<file path="src/llgm_pkg.sv">
// Package: widths, fixed-point helpers and shared command/status types for the LLG midpoint step.
`timescale 1ns / 1ps
`default_nettype none
package llgm_pkg;
  localparam int WordWidth = 32;
  localparam int FracBits = 24;
  localparam int IterWidth = 10;
  localparam int TolWidth = 31;

  typedef logic signed [WordWidth-1:0] word_t;
  typedef logic [IterWidth-1:0] iter_t;

  localparam logic signed [WordWidth-1:0] WordMax = {1'b0, {(WordWidth-1){1'b1}}};
  localparam logic signed [WordWidth-1:0] WordMin = {1'b1, {(WordWidth-1){1'b0}}};
  localparam logic signed [WordWidth-1:0] One = word_t'(64'sd1 <<< FracBits);

  // Register indexes on the configuration port.
  localparam logic [2:0] RegHalfStep = 3'd0;
  localparam logic [2:0] RegDamping = 3'd1;
  localparam logic [2:0] RegPrecession = 3'd2;
  localparam logic [2:0] RegTolerance = 3'd3;
  localparam logic [2:0] RegIterLimit = 3'd4;

  // Datapath micro-operations, one per sequencer step.
  typedef enum logic [4:0] {
    OP_LOAD, OP_EXTRAP, OP_CRS_P, OP_CRS_D, OP_HT_FULL,
    OP_A, OP_CMH_P, OP_CMH_D, OP_R, OP_AR, OP_AA, OP_CAR_P, OP_CAR_D,
    OP_NUM, OP_DIV_START, OP_DIV_STEP, OP_DIV_END, OP_MID, OP_CRS2_P, OP_CRS2_D,
    OP_HT_ITER, OP_ERR, OP_NOP
  } op_t;

  typedef struct packed {
    op_t  op;
    logic [1:0] lane;
  } dp_cmd_t;

  typedef struct packed {
    logic div_done;
    logic conv;
  } dp_stat_t;

  // Saturate a wide value to the word range.
  function automatic word_t sat(input logic signed [2*WordWidth+3:0] v);
    if (v > $signed({{(WordWidth+4){1'b0}}, WordMax})) return WordMax;
    if (v < $signed({{(WordWidth+4){1'b1}}, WordMin})) return WordMin;
    return v[WordWidth-1:0];
  endfunction

  // Rounded Q product, ties toward +inf, saturated.
  function automatic word_t fmul(input word_t a, input word_t b);
    logic signed [2*WordWidth+3:0] p;
    p = (2*WordWidth+4)'(a) * (2*WordWidth+4)'(b);
    p = p + (2*WordWidth+4)'(64'sd1 <<< (FracBits-1));
    return sat(p >>> FracBits);
  endfunction
endpackage
`default_nettype wire

</file>
<file path="src/llgm_ctrl.sv">
// Controller: sequencer that walks the datapath through setup and each iteration.
`timescale 1ns / 1ps
`default_nettype none
module llgm_ctrl
  import llgm_pkg::*;
(
  input  wire logic clk,
  input  wire logic rst,
  input  wire logic start,
  input  wire iter_t iteration_limit,
  input  wire dp_stat_t stat,
  output dp_cmd_t cmd,
  output logic busy,
  output logic done,
  output iter_t iter_count
);
  typedef enum logic [5:0] {
    S_IDLE = 6'b000001, S_RUN = 6'b000010, S_DIV = 6'b000100,
    S_CHECK = 6'b001000, S_DONE = 6'b010000, S_SETUP = 6'b100000
  } state_t;

  // Micro-program of one iteration (lane-indexed where marked)
  localparam int Steps = 17;
  typedef struct packed { op_t op; logic lanes; } uop_t;
  function automatic uop_t prog(input logic [4:0] p);
    case (p)
      5'd0: return '{OP_A, 1'b1};
      5'd1: return '{OP_CMH_P, 1'b1};
      5'd2: return '{OP_CMH_D, 1'b1};
      5'd3: return '{OP_R, 1'b1};
      5'd4: return '{OP_AR, 1'b0};
      5'd5: return '{OP_AA, 1'b0};
      5'd6: return '{OP_CAR_P, 1'b1};
      5'd7: return '{OP_CAR_D, 1'b1};
      5'd8: return '{OP_NUM, 1'b1};
      5'd9: return '{OP_DIV_START, 1'b1};
      5'd10: return '{OP_DIV_END, 1'b1};
      5'd11: return '{OP_MID, 1'b1};
      5'd12: return '{OP_CRS2_P, 1'b1};
      5'd13: return '{OP_CRS2_D, 1'b1};
      5'd14: return '{OP_HT_ITER, 1'b1};
      5'd15: return '{OP_ERR, 1'b0};
      default: return '{OP_NOP, 1'b0};
    endcase
  endfunction
  function automatic op_t setup_op(input logic [2:0] p);
    case (p)
      3'd0: return OP_EXTRAP;
      3'd1: return OP_CRS_P;
      3'd2: return OP_CRS_D;
      3'd3: return OP_HT_FULL;
      default: return OP_NOP;
    endcase
  endfunction

  state_t state, state_next;
  logic [4:0] pc;
  logic [2:0] spc;
  logic [1:0] lane;
  iter_t limit;
  uop_t u;
  assign u = prog(pc);

  always_comb begin
    state_next = state;
    cmd = '{OP_NOP, lane};
    case (state)
      // Operands are captured at the accepting edge
      S_IDLE: if (start) begin
        cmd.op = OP_LOAD;
        state_next = S_SETUP;
      end
      S_SETUP: begin
        cmd.op = setup_op(spc);
        if (spc == 3'd3 && lane == 2'd2) state_next = S_RUN;
      end
      S_RUN: begin
        cmd.op = u.op;
        if (u.op == OP_DIV_START) state_next = S_DIV;
        if (pc == 5'(Steps - 2)) state_next = S_CHECK;
      end
      S_DIV: begin
        cmd.op = OP_DIV_STEP;
        if (stat.div_done) begin
          cmd.op = OP_DIV_END; state_next = S_RUN;
        end
      end
      S_CHECK:
        if (stat.conv || iter_count >= limit) state_next = S_DONE;
        else state_next = S_RUN;
      S_DONE: state_next = S_IDLE;
      default: state_next = S_IDLE;
    endcase
  end

  // Steps with lanes repeat over x, y, z before moving on.
  always_ff @(posedge clk) begin
    if (rst) begin
      state <= S_IDLE; pc <= '0; spc <= '0; lane <= '0; iter_count <= '0; limit <= '0;
    end else begin
      state <= state_next;
      case (state)
        S_IDLE: if (start) begin
          limit <= (iteration_limit == '0) ? iter_t'(1) : iteration_limit;
          iter_count <= '0; spc <= '0; lane <= '0;
        end
        S_SETUP:
          if (spc == 3'd0 || lane == 2'd2) begin
            lane <= '0; spc <= spc + 3'd1;
            if (spc == 3'd3) begin pc <= '0; iter_count <= iter_count + iter_t'(1); end
          end else lane <= lane + 2'd1;
        S_RUN: begin
          if (pc == 5'd0 && lane == 2'd0 && iter_count == '0)
            iter_count <= iter_count + iter_t'(1);
          if (u.op == OP_DIV_START) ;
          else if (!u.lanes || lane == 2'd2) begin lane <= '0; pc <= pc + 5'd1; end
          else lane <= lane + 2'd1;
        end
        S_DIV: if (stat.div_done) begin
          pc <= 5'd9;
          if (lane == 2'd2) begin lane <= '0; pc <= 5'd11; end
          else lane <= lane + 2'd1;
        end
        S_CHECK: begin
          pc <= '0; lane <= '0;
          if (!(stat.conv || iter_count >= limit)) iter_count <= iter_count + iter_t'(1);
        end
        default: ;
      endcase
    end
  end

  assign busy = (state != S_IDLE);
  assign done = (state == S_DONE);
endmodule
`default_nettype wire

</file>
<file path="config.mk">
export PLATFORM = sky130hd
export DESIGN_NAME = llgm_ctrl
export DESIGN_NICKNAME = d
export VERILOG_FILES = /design/src/llgm_pkg.sv /design/src/llgm_ctrl.sv
export SDC_FILE = /design/constraint.sdc
export NUM_CORES = 1
export LEC_CHECK = 0
export ABC_CLOCK_PERIOD_IN_PS = 3400
export BUFFER_PORTS_ARGS = -buffer_cell sky130_fd_sc_hd__clkbuf_2
export CORE_ASPECT_RATIO = 0.7
export CORE_MARGIN = 10
export CORE_UTILIZATION = 58
export CTS_CLUSTER_DIAMETER = 100
export CTS_CLUSTER_SIZE = 8
export DETAILED_ROUTE_END_ITERATION = 10
export PLACE_DENSITY = 0.85
export SYNTH_ARGS = -nofsm -noshare
export SYNTH_HDL_FRONTEND = slang
export SYNTH_SLANG_ARGS = --single-unit
export TNS_END_PERCENT = 50
</file>
<file path="constraint.sdc">
create_clock -name clk -period 3.4 [get_ports clk]
set_clock_uncertainty 0.1 [all_clocks]
set_input_delay 0.51 -clock clk [delete_from_list [all_inputs] [get_ports clk]]
set_output_delay 0.51 -clock clk [all_outputs]
set_load 0.005 [all_outputs]
</file>
==> summary.txt <==
Cell row count: 21
DR vias: 2,703
Fraction of layout cells with a size suffix above 1: 12.6%
Setup bufs post-CTS: 0
Nets@finish: 423
Number of port buffers: 33
Worst setup path category: register to primary output
Post-synth top flop: dfxtp_1
Fin crit share: 92.6%
Area post-placement: 3000 um2
Synth-to-Final Area Change: 9.97%
Hold Buf Count CTS: 0
First-pass DRT Iterations: 5
Initial Util: 59.4%
Ys Warns: 0
Crit. End Element: primary output
Setup repair after global routing missed its margin: no
Crit path DAT: 2.54 ns
Post-synth EDFFs: 0
Largest net degree at the start of global routing: 28
Clock slew at reported path FFs: 0.08 ns
Grt total ovfl: 0
Boundary Pins: 34
Max VDD drop: 0.255 mV
Worst EP required: 2.79 ns
Gate Count Post-Synth: 353
Most common cell after layout, fill and taps aside: dfxtp_1
# fillers: 401
Starting DRC count in detailed routing: 336
Worst Hold Class: input pin to register
Final min period: 3.15 ns
FF+latch count, synth: 42
Core Box Area: 4760 um2
Vias in the first global route: 2,491
Final routed DRC violation total: 0
CTS tree: built
Pre-CTS setup slack: 0.494 ns
Fin worst setup slack: 0.250 ns
Final slew viol count: 0
Die Area: 8100 um2
Startpoint Class: register
CTS root buf: clkbuf_8
Clock Path Buffers: 2
Post-Route Utilization: 65.3%
Antenna violations before repair: 0
Gpl congestion: 1.01
Setup TNS: 0 ns
First-pass GRT wire length: 12.1 mm
N_diodes: 0
Worst-Skew Late Latency: 0.30 ns
Layout Cell Area excl Fill: 3110 um2
P_leak: 1.38 nW
Worst Max-Slew Pin Slew: 0.591 ns
Fin. Hold Viols: 0
Vias per inst: 6.02
WL final: 7.17 mm
GRT Util Overall: 18.4%
Top fanout value on the critical path: 13
WL per Instance: 16.0 um
Status: finished, final reports clean
Area of the multi-input gates: 1790 um2
Avg Cell Area, Syn: 8.00 um2
Height of the die: 78.4 um
Mapped cell area: 2820 um2
Pwr dens: 417 nW/um2
Fmax: 0.317 GHz
Clk sinks: 42
Sequential cell area fraction in the yosys report: 29.8%
Asr flop ratio synth: 0%
Netlist cell types: 60
H-tree depth: 2
Antenna Nets Post-Route: 0
Die width: 103 um
Detailed placer's ending HPWL: 5.52 mm
FF+latch area: 841 um2
Max Cap Violations: 0
# setup viols final: 0
Num CTS Buffers: 5
Nets in the synthesized netlist: 397
Most frequent cells in the layout: 42 x dfxtp_1, 38 x nor2_1, 35 x nand2_1
Hold Slack: 0.340 ns
Relative slew slack: 60.6%
==> kinds of logic after synthesis <==
logic type                 Yosys count  share of synthesized area (%)
muxes                                6                           2.13
buffers and inverters               45                           6.96
DFF                                 42                           29.8
adders and majority gates           29                           12.8
xor gates and xnor gates             4                           1.24
and+or+nand+nor                    142                           26.1
AOI/OAI and AO/OA                   85                           21.0
==> layout make-up <==
type | instances | area share (%)
clock buffers | 7 | 2.46
clock inverters | 1 | 0.967
inverters | 30 | 3.63
multi-input cells | 266 | 57.5
flip-flops and latches | 42 | 27.1
well taps | 69 | 2.78
repair buffers | 34 | 5.56
==> layer usage <==
layer / track usage [%] / vias up / wire length (um)
met3: 4.20 / 13 / 701
met1: 26.4 / 1245 / 3370
met2: 26.5 / 122 / 3000
met5: 0 / - / 0
met4: 5.26 / 0 / 100
li1: - / 1323 / -
==> through the flow <==
stage / cells / total power [W]
2_1_floorplan: 353 / 0.000808
3_3_place_gp: 441 / 0.000889
3_5_place_dp: 441 / 0.000899
4_1_cts: 449 / 0.00129
5_1_grt: 449 / 0.00136
6_report: 449 / 0.00129
==> Yosys cell counts (2+ instances only) <==
| cell | number | share of area [%] |
|---|---|---|
| dfxtp_1 | 42 | 30 |
| nor2_1 | 38 | 5.1 |
| nand2_1 | 35 | 4.7 |
| inv_1 | 30 | 4.0 |
| ha_1 | 29 | 13 |
| a21oi_1 | 25 | 4.4 |
| a21o_1 | 9 | 2.4 |
| nand3_1 | 9 | 1.6 |
| nor3_1 | 8 | 1.4 |
| and3_1 | 7 | 1.6 |
| o211ai_1 | 7 | 1.9 |
| clkbuf_1 | 6 | 0.80 |
| mux2i_1 | 6 | 2.1 |
| or3_1 | 6 | 1.3 |
| or4_1 | 6 | 1.6 |
| nand4_1 | 5 | 1.1 |
| o21ai_0 | 5 | 0.89 |
| and2_1 | 4 | 0.89 |
| buf_2 | 4 | 0.71 |
| buf_4 | 4 | 1.1 |
| nand2b_1 | 4 | 0.89 |
| o21ai_1 | 4 | 0.71 |
| xnor2_1 | 4 | 1.2 |
| a211o_1 | 3 | 0.93 |
| a211oi_1 | 3 | 0.80 |
| a31oi_1 | 3 | 0.66 |
| nor2b_1 | 3 | 0.66 |
| nor4_1 | 3 | 0.66 |
| a22oi_1 | 2 | 0.53 |
| a32oi_1 | 2 | 0.62 |
| and4_1 | 2 | 0.62 |
| nor3b_1 | 2 | 0.53 |
| o21a_1 | 2 | 0.53 |
| o221ai_1 | 2 | 0.62 |
| o31ai_1 | 2 | 0.53 |
| o32ai_1 | 2 | 0.62 |
| or3b_1 | 2 | 0.62 |
==> critical path, cell delays in order (launching register included) <==
cell and delay (ns):
dfxtp_1 0.44, nor3_2 0.39, and3_1 0.45, nand2b_1 0.16, o311ai_1 0.43, nor2_1 0.11
o211ai_1 0.11, clkbuf_2 0.15
==> where the power goes <==
part           total [W]  switching, W  internal (W)
Sequential      0.000554     0.0000337      0.000520
Clock           0.000397      0.000177      0.000220
Combinational   0.000343      0.000206      0.000137
Total            0.00129      0.000416      0.000877
==> path summary, 6_finish.rpt <==
check	from	end	slack [ns]	cells past startpoint
hold reg to reg	limit[1]	limit[1]	0.36	2
hold / removal	iteration_limit[4]	limit[4]	0.34	3
setup / recovery	state[1]	cmd[4]	0.25	7
setup reg to reg	state[5]	register	0.43	9
==> timing repair <==
action                                 CTS  global route
setup endpoints to repair                0             1
endpoints found under the hold margin    0             0
resized for setup                        0             1
No activity file was read; power rests on OpenSTA's default activity.
